==> config.mk <==
export PLATFORM = sky130hd
export DESIGN_NAME = sdp_attribute_stream_parser_flat
export DESIGN_NICKNAME = d
export VERILOG_FILES = /design/src/rtl/core/sdp_pkg.sv /design/src/rtl/core/sdp_in_if.sv /design/src/rtl/core/sdp_out_if.sv /design/src/rtl/core/sdp_hdr.sv /design/src/rtl/core/sdp_walker.sv /design/src/rtl/core/sdp_attribute_stream_parser.sv /design/src/flat_wrapper.sv
export VERILOG_INCLUDE_DIRS = /design/src /design/src/rtl/core
export SDC_FILE = /design/constraint.sdc
export NUM_CORES = 1
export LEC_CHECK = 0
export BUFFER_PORTS_ARGS = -buffer_cell sky130_fd_sc_hd__buf_2
export CAP_MARGIN = 20
export CORE_MARGIN = 8
export CORE_UTILIZATION = 26
export CTS_BUF_LIST = sky130_fd_sc_hd__clkbuf_16
export CTS_CLUSTER_DIAMETER = 40
export DETAILED_ROUTE_END_ITERATION = 8
export PLACE_DENSITY = 0.49
export SETUP_SLACK_MARGIN = 0.4
export SYNTH_ARGS = -nofsm -noshare
export SYNTH_HDL_FRONTEND = slang
export SYNTH_HIERARCHICAL = 1
export SYNTH_SLANG_ARGS = --single-unit
export TNS_END_PERCENT = 20
==> constraint.sdc <==
create_clock -name clk -period 11.6 [get_ports clk]
set_input_delay 0.58 -clock clk [delete_from_list [all_inputs] [get_ports clk]]
set_output_delay 0.58 -clock clk [all_outputs]
set_load 0.02 [all_outputs]
==> src/rtl/core/assert_macros.svh <==
// ----------------------------------------------------------------------------
// assert_macros.svh - assertion helpers for the attribute stream parser
// Clocked property checks that are compiled out when ASSERT_OFF is defined.
// ----------------------------------------------------------------------------
`ifndef ASSERT_MACROS_SVH
`define ASSERT_MACROS_SVH

`ifndef ASSERT_OFF
// check prop at every rising edge of clk, ignored while rst_n is low
`define SDP_ASSERT(lbl, clk, rst_n, prop) \
	lbl: assert property (@(posedge clk) disable iff (!(rst_n)) (prop)) \
		else $error("sdp assertion failed");
// check prop at every rising edge of clk, reset included
`define SDP_ASSERT_ALWAYS(lbl, clk, prop) \
	lbl: assert property (@(posedge clk) (prop)) \
		else $error("sdp assertion failed");
`else
`define SDP_ASSERT(lbl, clk, rst_n, prop)
`define SDP_ASSERT_ALWAYS(lbl, clk, prop)
`endif

`endif

==> src/rtl/core/sdp_pkg.sv <==
// ----------------------------------------------------------------------------
// sdp_pkg - shared types for the attribute stream parser
// Parse phases, header parser state and size-index codes.
// ----------------------------------------------------------------------------
package sdp_pkg;

	// parse phase of the nested element walk
	typedef enum logic [2:0] {
		PH_LIST   = 3'd0,
		PH_RECORD = 3'd1,
		PH_IDHDR  = 3'd2,
		PH_ID     = 3'd3,
		PH_VALHDR = 3'd4,
		PH_VALUE  = 3'd5
	} phase_t;

	// size index codes that take the size from trailing bytes
	localparam logic [2:0] IDX_EXT1 = 3'd5;
	localparam logic [2:0] IDX_EXT2 = 3'd6;
	localparam logic [2:0] IDX_EXT4 = 3'd7;

	// nil element type
	localparam logic [4:0] TYPE_NIL = 5'd0;

	// data element header parser state
	typedef struct packed {
		logic        first;
		logic [2:0]  extra;
		logic [31:0] size;
	} hdr_t;

	localparam hdr_t HDR_CLEAR = '{first: 1'b1, extra: 3'd0, size: 32'd0};

endpackage

==> src/rtl/core/sdp_in_if.sv <==
// ----------------------------------------------------------------------------
// sdp_in_if - byte stream channel
// Valid/ready channel carrying one response byte per request.
// ----------------------------------------------------------------------------
interface sdp_in_if;
	logic       valid;
	logic       ready;
	logic [7:0] data_byte;

	modport source (output valid, output data_byte, input ready);
	modport sink   (input valid, input data_byte, output ready);
endinterface

==> src/rtl/core/sdp_out_if.sv <==
// ----------------------------------------------------------------------------
// sdp_out_if - attribute value byte channel
// Valid/ready channel carrying one attribute value byte and its context.
// ----------------------------------------------------------------------------
interface sdp_out_if;
	logic        valid;
	logic        ready;
	logic [15:0] record_number;
	logic [15:0] attr_id;
	logic [15:0] value_length;
	logic [15:0] byte_offset;
	logic [7:0]  value_byte;

	modport source (output valid, output record_number, output attr_id,
		output value_length, output byte_offset, output value_byte, input ready);
	modport sink   (input valid, input record_number, input attr_id,
		input value_length, input byte_offset, input value_byte, output ready);
endinterface

==> src/rtl/core/sdp_hdr.sv <==
// ----------------------------------------------------------------------------
// sdp_hdr - data element header decoder
// One byte step of the header parser: size index decode and size bytes.
// ----------------------------------------------------------------------------
module sdp_hdr (
	input  sdp_pkg::hdr_t cur,
	input  logic [7:0]    data_byte,
	output sdp_pkg::hdr_t nxt,
	output logic          done
);

	localparam logic [2:0] IDX_EXT1_C = sdp_pkg::IDX_EXT1;
	localparam logic [2:0] IDX_EXT2_C = sdp_pkg::IDX_EXT2;
	localparam logic [2:0] IDX_EXT4_C = sdp_pkg::IDX_EXT4;

	logic [2:0] idx;
	logic [4:0] typ;

	assign idx = data_byte[2:0];
	assign typ = data_byte[7:3];

	always_comb begin
		nxt  = cur;
		done = 1'b0;
		if (cur.first) begin
			// descriptor byte
			nxt.size = 32'd0;
			case (idx)
				IDX_EXT1_C: begin
					nxt.extra = 3'd1;
					nxt.first = 1'b0;
				end
				IDX_EXT2_C: begin
					nxt.extra = 3'd2;
					nxt.first = 1'b0;
				end
				IDX_EXT4_C: begin
					nxt.extra = 3'd4;
					nxt.first = 1'b0;
				end
				default: begin
					nxt.extra = 3'd0;
					nxt.size  = (typ == sdp_pkg::TYPE_NIL) ? 32'd0 : (32'd1 << idx);
					done      = 1'b1;
				end
			endcase
		end else begin
			// big endian size bytes
			if (cur.extra != 3'd0) begin
				nxt.size  = {cur.size[23:0], data_byte};
				nxt.extra = cur.extra - 3'd1;
			end
			if (nxt.extra == 3'd0) begin
				nxt.first = 1'b1;
				done      = 1'b1;
			end
		end
	end

endmodule

==> src/rtl/core/sdp_walker.sv <==
// ----------------------------------------------------------------------------
// sdp_walker - element walk state and result register
// Updates the list/record/attribute state for one byte and registers results.
// ----------------------------------------------------------------------------
`include "assert_macros.svh"

module sdp_walker (
	input  logic            clk,
	input  logic            arst_n,
	input  logic            valid_s1,
	input  logic [7:0]      byte_s1,
	output logic            take,
	sdp_out_if.source       attr
);

	sdp_pkg::phase_t phase_q, phase_n;
	sdp_pkg::hdr_t   hdr_q, hdr_n, hdr_step;
	logic            hdr_done;
	logic [15:0]     attr_id_q, attr_id_n;
	logic [15:0]     recv_q, recv_n;
	logic [15:0]     deliv_q, deliv_n;
	logic [15:0]     total_q, total_n;
	logic [15:0]     lp_q, lp_n;
	logic [15:0]     list_len_q, list_len_n;
	logic [15:0]     rp_q, rp_n;
	logic [15:0]     rec_len_q, rec_len_n;
	logic [15:0]     rec_idx_q, rec_idx_n;
	logic [31:0]     size_dec;
	logic            emit;
	logic            attr_end;
	logic            out_valid_q;

	sdp_hdr u_hdr (
		.cur       (hdr_q),
		.data_byte (byte_s1),
		.nxt       (hdr_step),
		.done      (hdr_done)
	);

	// a byte moves on when the result register is free or being emptied
	assign take = valid_s1 && (!out_valid_q || attr.ready);

	// next state for one byte
	always_comb begin
		phase_n    = phase_q;
		hdr_n      = hdr_q;
		attr_id_n  = attr_id_q;
		recv_n     = recv_q;
		deliv_n    = deliv_q;
		total_n    = total_q;
		lp_n       = lp_q + 16'd1;
		list_len_n = list_len_q;
		rp_n       = rp_q + 16'd1;
		rec_len_n  = rec_len_q;
		rec_idx_n  = rec_idx_q;
		size_dec   = (hdr_q.size != 32'd0) ? (hdr_q.size - 32'd1) : hdr_q.size;
		emit       = 1'b0;
		attr_end   = 1'b0;
		case (phase_q)
			sdp_pkg::PH_LIST: begin
				hdr_n = hdr_step;
				if (hdr_done) begin
					lp_n       = 16'd0;
					list_len_n = hdr_step.size[15:0];
					rec_idx_n  = 16'd0;
					phase_n    = sdp_pkg::PH_RECORD;
				end
			end
			sdp_pkg::PH_RECORD: begin
				hdr_n = hdr_step;
				if (hdr_done) begin
					rp_n      = 16'd0;
					rec_len_n = hdr_step.size[15:0];
					phase_n   = sdp_pkg::PH_IDHDR;
				end
			end
			sdp_pkg::PH_IDHDR: begin
				hdr_n = hdr_step;
				if (hdr_done) begin
					attr_id_n = 16'd0;
					phase_n   = sdp_pkg::PH_ID;
				end
			end
			sdp_pkg::PH_ID: begin
				// zero-length ID still takes one byte
				attr_id_n  = {attr_id_q[7:0], byte_s1};
				hdr_n.size = size_dec;
				if (size_dec == 32'd0) begin
					phase_n = sdp_pkg::PH_VALHDR;
					recv_n  = 16'd0;
					deliv_n = 16'd0;
					total_n = 16'd0;
					hdr_n   = sdp_pkg::HDR_CLEAR;
				end
			end
			sdp_pkg::PH_VALHDR: begin
				recv_n  = recv_q + 16'd1;
				deliv_n = deliv_q + 16'd1;
				emit    = 1'b1;
				hdr_n   = hdr_step;
				if (hdr_done) begin
					total_n = hdr_step.size[15:0] + recv_n;
					if (hdr_step.size == 32'd0) begin
						attr_end = 1'b1;
					end else begin
						phase_n = sdp_pkg::PH_VALUE;
					end
				end
			end
			sdp_pkg::PH_VALUE: begin
				recv_n  = recv_q + 16'd1;
				deliv_n = deliv_q + 16'd1;
				emit    = 1'b1;
				if (recv_n >= total_q) begin
					attr_end = 1'b1;
				end
			end
			default: begin
			end
		endcase

		// end of attribute: next attribute, next record or back to list
		if (attr_end) begin
			if (rp_n != rec_len_q) begin
				phase_n = sdp_pkg::PH_IDHDR;
			end else begin
				rp_n = 16'd0;
				if (list_len_q != 16'd0 && lp_n != list_len_q) begin
					rec_idx_n = rec_idx_q + 16'd1;
					phase_n   = sdp_pkg::PH_RECORD;
				end else begin
					lp_n      = 16'd0;
					hdr_n     = sdp_pkg::HDR_CLEAR;
					rec_idx_n = 16'd0;
					phase_n   = sdp_pkg::PH_LIST;
				end
			end
		end
	end

	// walk state
	always_ff @(posedge clk or negedge arst_n) begin
		if (!arst_n) begin
			phase_q    <= sdp_pkg::PH_LIST;
			hdr_q      <= sdp_pkg::HDR_CLEAR;
			attr_id_q  <= 16'd0;
			recv_q     <= 16'd0;
			deliv_q    <= 16'd0;
			total_q    <= 16'd0;
			lp_q       <= 16'd0;
			list_len_q <= 16'd0;
			rp_q       <= 16'd0;
			rec_len_q  <= 16'd0;
			rec_idx_q  <= 16'd0;
		end else if (take) begin
			phase_q    <= phase_n;
			hdr_q      <= hdr_n;
			attr_id_q  <= attr_id_n;
			recv_q     <= recv_n;
			deliv_q    <= deliv_n;
			total_q    <= total_n;
			lp_q       <= lp_n;
			list_len_q <= list_len_n;
			rp_q       <= rp_n;
			rec_len_q  <= rec_len_n;
			rec_idx_q  <= rec_idx_n;
		end
	end

	// result valid
	always_ff @(posedge clk or negedge arst_n) begin
		if (!arst_n) begin
			out_valid_q <= 1'b0;
		end else if (take) begin
			out_valid_q <= emit;
		end else if (attr.ready) begin
			out_valid_q <= 1'b0;
		end
	end

	// result payload, taken from the state before the update
	always_ff @(posedge clk) begin
		if (take && emit) begin
			attr.record_number <= rec_idx_q;
			attr.attr_id       <= attr_id_q;
			attr.value_length  <= total_q;
			attr.byte_offset   <= deliv_q;
			attr.value_byte    <= byte_s1;
		end
	end

	assign attr.valid = out_valid_q;

	// record index only counts inside a list
	`SDP_ASSERT(a_list_idx_zero, clk, arst_n,
		(phase_q == sdp_pkg::PH_LIST) |-> (rec_idx_q == 16'd0))
	// a pending size byte count goes with a header in progress
	`SDP_ASSERT(a_hdr_extra, clk, arst_n, (!hdr_q.first) |-> (hdr_q.extra != 3'd0))
	// ID and value body phases start only after a complete header
	`SDP_ASSERT(a_hdr_closed, clk, arst_n,
		(phase_q == sdp_pkg::PH_ID || phase_q == sdp_pkg::PH_VALUE) |-> hdr_q.first)
	// a value byte that moves on shows up as a result next cycle
	`SDP_ASSERT(a_emit_valid, clk, arst_n, (take && emit) |=> out_valid_q)

endmodule

==> src/rtl/core/sdp_attribute_stream_parser.sv <==
// ----------------------------------------------------------------------------
// sdp_attribute_stream_parser - service attribute list byte stream parser
// Walks list, record, attribute ID and value headers; emits value bytes.
// ----------------------------------------------------------------------------
// Usage:
//   stream : one byte of the attribute list response per request.
//   attr   : one request per attribute value byte (header bytes included),
//            with record number, attribute ID, value length and offset.
//            Value length reads zero while the value header is arriving.
//   Bytes outside attribute values (list, record and ID headers, ID bytes)
//   are consumed and produce no request on attr.
// Timing:
//   One byte per cycle sustained while attr does not stall. An accepted byte
//   waits in the input register; the walk state update then writes its
//   result into the result register, from which the result is offered.
//   The rate is set by the combinational state update loop.
// Reset:
//   arst_n clears the walk to the list header phase and drops both stages.
// Stall:
//   While attr is stalled with a result waiting, the input register still
//   takes one byte; further bytes wait on stream.ready until attr drains.
// ----------------------------------------------------------------------------
module sdp_attribute_stream_parser (
	input  logic      clk,
	input  logic      arst_n,
	sdp_in_if.sink    stream,
	sdp_out_if.source attr
);

	logic       valid_s1;
	logic [7:0] byte_s1;
	logic       take;
	logic       accept;

	assign stream.ready = !valid_s1 || take;
	assign accept       = stream.valid && stream.ready;

	// input register
	always_ff @(posedge clk or negedge arst_n) begin
		if (!arst_n) begin
			valid_s1 <= 1'b0;
		end else if (accept) begin
			valid_s1 <= 1'b1;
		end else if (take) begin
			valid_s1 <= 1'b0;
		end
	end

	always_ff @(posedge clk) begin
		if (accept) begin
			byte_s1 <= stream.data_byte;
		end
	end

	sdp_walker u_walker (
		.clk      (clk),
		.arst_n   (arst_n),
		.valid_s1 (valid_s1),
		.byte_s1  (byte_s1),
		.take     (take),
		.attr     (attr)
	);

endmodule

==> src/flat_wrapper.sv <==
// flat-port wrapper written by rule: the top's interface ports become plain ports
module sdp_attribute_stream_parser_flat 
  (clk, arst_n, stream_valid, stream_data_byte, stream_ready, attr_valid, attr_record_number, attr_attr_id, attr_value_length, attr_byte_offset, attr_value_byte, attr_ready);
  sdp_in_if stream_i ();
  sdp_out_if attr_i ();
  input  logic clk;
  input  logic arst_n;
  input wire logic [$bits(stream_i.valid)-1:0] stream_valid;
  input wire logic [$bits(stream_i.data_byte)-1:0] stream_data_byte;
  output wire logic [$bits(stream_i.ready)-1:0] stream_ready;
  output wire logic [$bits(attr_i.valid)-1:0] attr_valid;
  output wire logic [$bits(attr_i.record_number)-1:0] attr_record_number;
  output wire logic [$bits(attr_i.attr_id)-1:0] attr_attr_id;
  output wire logic [$bits(attr_i.value_length)-1:0] attr_value_length;
  output wire logic [$bits(attr_i.byte_offset)-1:0] attr_byte_offset;
  output wire logic [$bits(attr_i.value_byte)-1:0] attr_value_byte;
  input wire logic [$bits(attr_i.ready)-1:0] attr_ready;
  assign stream_i.valid = stream_valid;
  assign stream_i.data_byte = stream_data_byte;
  assign stream_ready = stream_i.ready;
  assign attr_valid = attr_i.valid;
  assign attr_record_number = attr_i.record_number;
  assign attr_attr_id = attr_i.attr_id;
  assign attr_value_length = attr_i.value_length;
  assign attr_byte_offset = attr_i.byte_offset;
  assign attr_value_byte = attr_i.value_byte;
  assign attr_i.ready = attr_ready;
  sdp_attribute_stream_parser u_core (.clk(clk), .arst_n(arst_n), .stream(stream_i), .attr(attr_i));
endmodule
Yosys cells after proc, flatten, opt, wreduce, memory -nomap -nowiden:

Index checks and enable logic that the tools add are counted.

* logic and storage cells: 136
* input port bits: 12
* bits in registers: 265
* output and inout bits: 74

* multiplexer cells: 55
* add/sub/neg operators: 8
* reduce and logical (&&, ||, !) cells: 31
* shift-type cells: 1
* magnitude comparators: 1
* eq/ne operators: 19

Operators with widths (number)
* 2-to-1 mux 16 bit: 17
* 2-to-1 mux 36 bit: 5
* case mux 16 bit (2 select lines): 4
* 2-to-1 mux 32 bit: 3
* adder 16 x 1 -> 16 bit (second input constant): 5
* case mux 36 bit (2 select lines): 1
* 2-to-1 mux 35 bit: 2
* zero test 32 bit: 2
* inequality test 16 bit: 2
* nonzero test 32 bit: 1
* << shifter 1 x 3 -> 32 bit (first input constant): 1
* subtractor 32 x 1 -> 32 bit (second input constant): 1
* 2-to-1 mux 3 bit: 7
* inequality test 3 bit (second input constant): 6
* adder 16 bit: 1
* greater-or-equal comparator 16 bit: 1
* nonzero test 16 bit: 1
* == test 3 bit (second input constant): 5
* case mux 3 bit (5 select lines): 1
* 2-to-1 mux 1 bit: 12
* AND reduction 3 bit: 4
* nonzero test 2 bit: 5
* case mux 3 bit (3 select lines): 1
* AND reduction 8 bit: 1
* other kinds (17): 26

Logic depth before layout (Yosys ltp):

* depth in word-level cells: 13
* gate-level depth with buffers: 21
* gate-level depth less buffers: 19

By module:

The synthesis kept the hierarchy.

By module, submodules not included
* sdp_walker: instances 1, area each 13997.2 sq um, sequential area each 6767.7 sq um, cells each 1436
* sdp_hdr: instances 1, area each 685.7 sq um, sequential area each 0.0 sq um, cells each 133
* sdp_attribute_stream_parser: instances 1, area each 294.0 sq um, sequential area each 265.3 sq um, cells each 12

Least setup slack after synthesis:

OpenSTA, ideal clock, no wires.

* path type: register -> register
* start point: register u_core.u_walker.recv_q[0]
* end point: register u_core/u_walker/hdr_q[8] in the netlist's numbering
* cell stages (with the launch flop): 21
* data arrival time: 4226 ps
* library setup time: 116 ps
* setup slack: 7259 ps
* cell sequence: dfrtp_1 ha_1 nand2_1 nor2_1 and3_1 and3_1 and3_1 nand3_1 xnor2_1 ha_1 o21ai_0 nor2_1 o311a_1 a31oi_1 a211oi_1 and4_1 clkbuf_1 a211oi_2 clkbuf_1 nand2_1 o311ai_0

* word-level cells in the longest chain between the ends: 5

Ends and longest elaborated chain
* start: declaration: line sdp_walker.sv:20 `logic [15:0] recv_q, recv_n;`
* start signal: assignment: line sdp_walker.sv:159 `recv_q <= recv_n;`
* adder 16 x 1 -> 16 bit: line sdp_walker.sv:111 `recv_n = recv_q + 16'd1;`
* greater-or-equal comparator 16 bit: line sdp_walker.sv:114 `if (recv_n >= total_q) begin`
* 2-to-1 mux 1 bit: line sdp_walker.sv:114
* case mux 1 bit (2 select lines): line sdp_walker.sv:59 `case (phase_q)`
* 2-to-1 mux 36 bit: line sdp_walker.sv:123 `if (attr_end) begin`
* end signal: assignment: line sdp_walker.sv:145 `hdr_q <= sdp_pkg::HDR_CLEAR;`
* end signal: assignment: line sdp_walker.sv:157 `hdr_q <= hdr_n;`
* end: declaration: line sdp_walker.sv:17 `sdp_pkg::hdr_t hdr_q, hdr_n, hdr_step;`

No other way between the ends.
A chain may end at the register's enable or synchronous reset.

Worst setup path in the final report:

* start point: register u_core.u_walker.recv_q[0]
* end point: register u_core.u_walker.rp_q[12]

* word-level cells in the longest chain between the ends: 5

Ends and longest elaborated chain
* adder 16 x 1 -> 16 bit: line sdp_walker.sv:111
* greater-or-equal comparator 16 bit: line sdp_walker.sv:114
* 2-to-1 mux 1 bit: line sdp_walker.sv:114
* case mux 1 bit (2 select lines): line sdp_walker.sv:59
* 2-to-1 mux 16 bit: line sdp_walker.sv:123
* end signal: assignment: line sdp_walker.sv:164 `rp_q <= rp_n;`
* end: declaration: line sdp_walker.sv:25 `logic [15:0] rp_q, rp_n;`

No other way between the ends.

==> flow_metrics.tcl <==
set metrics [dict create \
    crit_chain "ha_1 > nand2_1 > nor2_1 > and3_1 > and3_1 > and3_1 > nand3_1 > xnor2_1 > ha_1 > o21ai_0 > nor2_1 > o311a_1 > a31oi_1 > a211oi_1 > and4_1 > or2_2 > inv_1 > nand2_1 > o41ai_1" \
    grt_pass1_vias 12200 \
    clkPwrFrac 0.330 \
    worst_setup_path_start_kind "flop" \
    wl_um 44900 \
    critPathMaxStageDelay_ps 460 \
    cp.arrival_ps 5780 \
    crit_top_cell "and3_1" \
    cts_tree "done" \
    synth.most_common_cell "nand2_1" \
    power.switching_mw 1.54 \
    gr-total-overflow 0 \
    antenna_cells 0 \
    total_leakage_power_nw 7.52 \
    port_buffers 85 \
    cts_hold_buf 0 \
    fill_cells 5872 \
    die_h_um 256 \
    hold_viol 0 \
    final_design_area_no_fill_um2 17700 \
    status "finished, final reports clean" \
    layout_min_cycle_time_ps 5330 \
    seqPwrFrac 0.350 \
    cts_buffer_depth 3 \
    crit_path_end_kind "flop" \
    drive_gt1_frac 0.145 \
    drc_errors 0 \
    place_area_um2 16200 \
    p_int_mw 2.44 \
    cp_max_fo 14 \
    rsz0062_at_grt "false" \
    post_cts_resized 0 \
    root_buffer "clkbuf_16" \
    grt_pass1_wl_um 71400 \
    drtIter0Drc 1053 \
    netSwitchingFraction 0.386 \
    ios 86 \
    worst_slew_pin_slew_ps 1120 \
    clkTransAtPathRegs_ps 50 \
    nNetsFinal 1714 \
    clock-sinks 265 \
    first_pass_iters 5 \
    ir_worst_vdd_mv 0.104 \
    coreArea_um2 57400 \
    netlist.top_cell.by_area "dfrtp_1" \
    synthTopCellsByCount "nand2_1, dfrtp_1, o21ai_0" \
    num_vias 12600 \
    drv_cap 0 \
    path_buf_inv 1 \
    min_period_over_period 0.459 \
    finalPower_mw 3.98 \
    synthFlopType "dfrtp_1" \
    synthArstFlopShare 0.698 \
    ys_top_cells_by_area "dfrtp_1, edfxtp_1, o21ai_0, nand2_1, ha_1" \
    worstPathRequired_ps 12050 \
    setup_violations 0 \
    critical_path_class "reg2reg" \
    yosysWarnings 6 \
    yosysSeqAreaShare 0.470 \
    slowest_stage "dfrtp_1" \
    hpwl_um 30800 \
    cp_top_family "simple AND/OR/NAND/NOR gates" \
    drv_slew 0 \
    grt_max_degree 69 \
    die_x_um 256 \
    clk_latency_ps 580 \
    placement_rows 88 \
    stdcell_count 2466 \
    synth_edf_count 80 \
    post-cts-setup-buffer-count 0 \
    cts_buffers 47 \
    slew_headroom 0.256 \
    ant_nets 0 \
    via_per_inst 5.11 \
    combPwrFrac 0.320 \
    grtUsageTotal 0.133 \
    max_freq_mhz 188 \
    synth_nets 1633 \
    fin_skew_ps 39.5 \
    power_density_nw_per_um2 224 \
    avgSynthCellArea_um2 9.47 \
    avgRoutedWirePerCell_um 18.2 \
    totalNegativeSetupSlack_ps 0 \
    antenna_found_initial 0 \
    dpl.cell_count 2378 \
    synth.distinct_cells 86 \
    start_util 0.261 \
    routabilityCongestion 0.894 \
    yosys.area.top_type_share 0.307 \
    die_area_um2 65500 \
    synthToLayoutAreaGrowth_pct 18.5 \
    hp-class "in2async" \
    synth_area_um2 15000 \
    h-tree-depth 2 \
    netlist_instances 1581 \
    ys_ff_latch 265 \
    hold_ws_ps 0.832 \
]
power by group through the flow:
stage                     clock, mW  combinational (mW)  sequential [mW]
final                          1.31                1.27             1.39
after global routing           1.39                1.41             1.42
after CTS                      1.35                1.27             1.38
after detailed placement          0                1.26             1.40
after global placement            0                1.25             1.40
after floorplan                   0               0.962             1.27
sequential cells by signal (all words and copies together) (netlist names), 16 cells and up:
| register | flops |
|---|---|
| u_core/u_walker/attr.attr_id | 16 |
| u_core/u_walker/attr.byte_offset | 16 |
| u_core/u_walker/attr.record_number | 16 |
| u_core/u_walker/attr.value_length | 16 |
| u_core/u_walker/attr_id_q | 16 |
| u_core/u_walker/deliv_q | 16 |
| u_core/u_walker/hdr_q | 36 |
| u_core/u_walker/list_len_q | 16 |
| u_core/u_walker/lp_q | 16 |
| u_core/u_walker/rec_idx_q | 16 |
| u_core/u_walker/rec_len_q | 16 |
| u_core/u_walker/recv_q | 16 |
| u_core/u_walker/rp_q | 16 |
| u_core/u_walker/total_q | 16 |
layout make-up:
type	count	area, um2	area share
Sequential cell	265	7030	0.396
Tap cell	765	957	0.0539
Clock inverter	40	318	0.0179
Timing Repair Buffer	111	629	0.0355
Multi-Input combinational cell	1190	7430	0.419
Clock buffer	48	1200	0.0677
Inverter	47	178	0.0100
path summary, 6_finish.rpt:
path                                               start                               end  slack, ps  cells past startpoint
max in group asynchronous                         arst_n         u_core/u_walker/hdr_q[29]       9450                      3
setup / recovery               u_core/u_walker/recv_q[0]          u_core/u_walker/rp_q[12]       6270                     19
min in group clk                     stream_data_byte[6]                 u_core/byte_s1[6]        180                      1
setup reg to reg               u_core/u_walker/recv_q[0]          u_core/u_walker/rp_q[12]       6270                     19
hold / removal                                    arst_n      u_core/u_walker/rec_len_q[4]        0.8                      1
hold reg to reg            u_core/u_walker/attr_id_q[12]  u_core/u_walker/attr.attr_id[12]        440                      0
metal layers:
layer	GRT usage	part of all wire	up-vias
li1	-	-	5993
met2	0.204	0.44	358
met1	0.184	0.47	6170
met5	0	0	-
met3	0.0303	0.061	86
met4	0.0466	0.031	0
cell usage in the layout, fill, tap and decap left out, drive strengths merged, types with 37 or more instances in the layout:
cell type and instances:
a21oi 70, and3 37, buf 110, clkbuf 49, dfrtp 184, edfxtp 80
ha 39, inv 59, nand2 214, nor2 115, o21ai 176, xnor2 37
metrics by stage:
step	utilization	setup slack, ps
floorplan	-	7260
global placement	0.283	6480
detailed placement	0.283	6300
CTS	0.309	6260
global route	0.309	5830
finish	0.309	6270
cell families (layout without fill, tap and decap cells):
group,after synthesis,count (layout),share of synthesized area
AOI/OAI and AO/OA,420,420,0.179
xor gates and xnor gates,73,73,0.0455
adders and majority gates,40,40,0.0339
buffers and inverters,126,246,0.0350
DFF,265,265,0.470
muxes,37,37,0.0273
and+or+nand+nor,620,620,0.209
(Power assumes the default switching activity.)
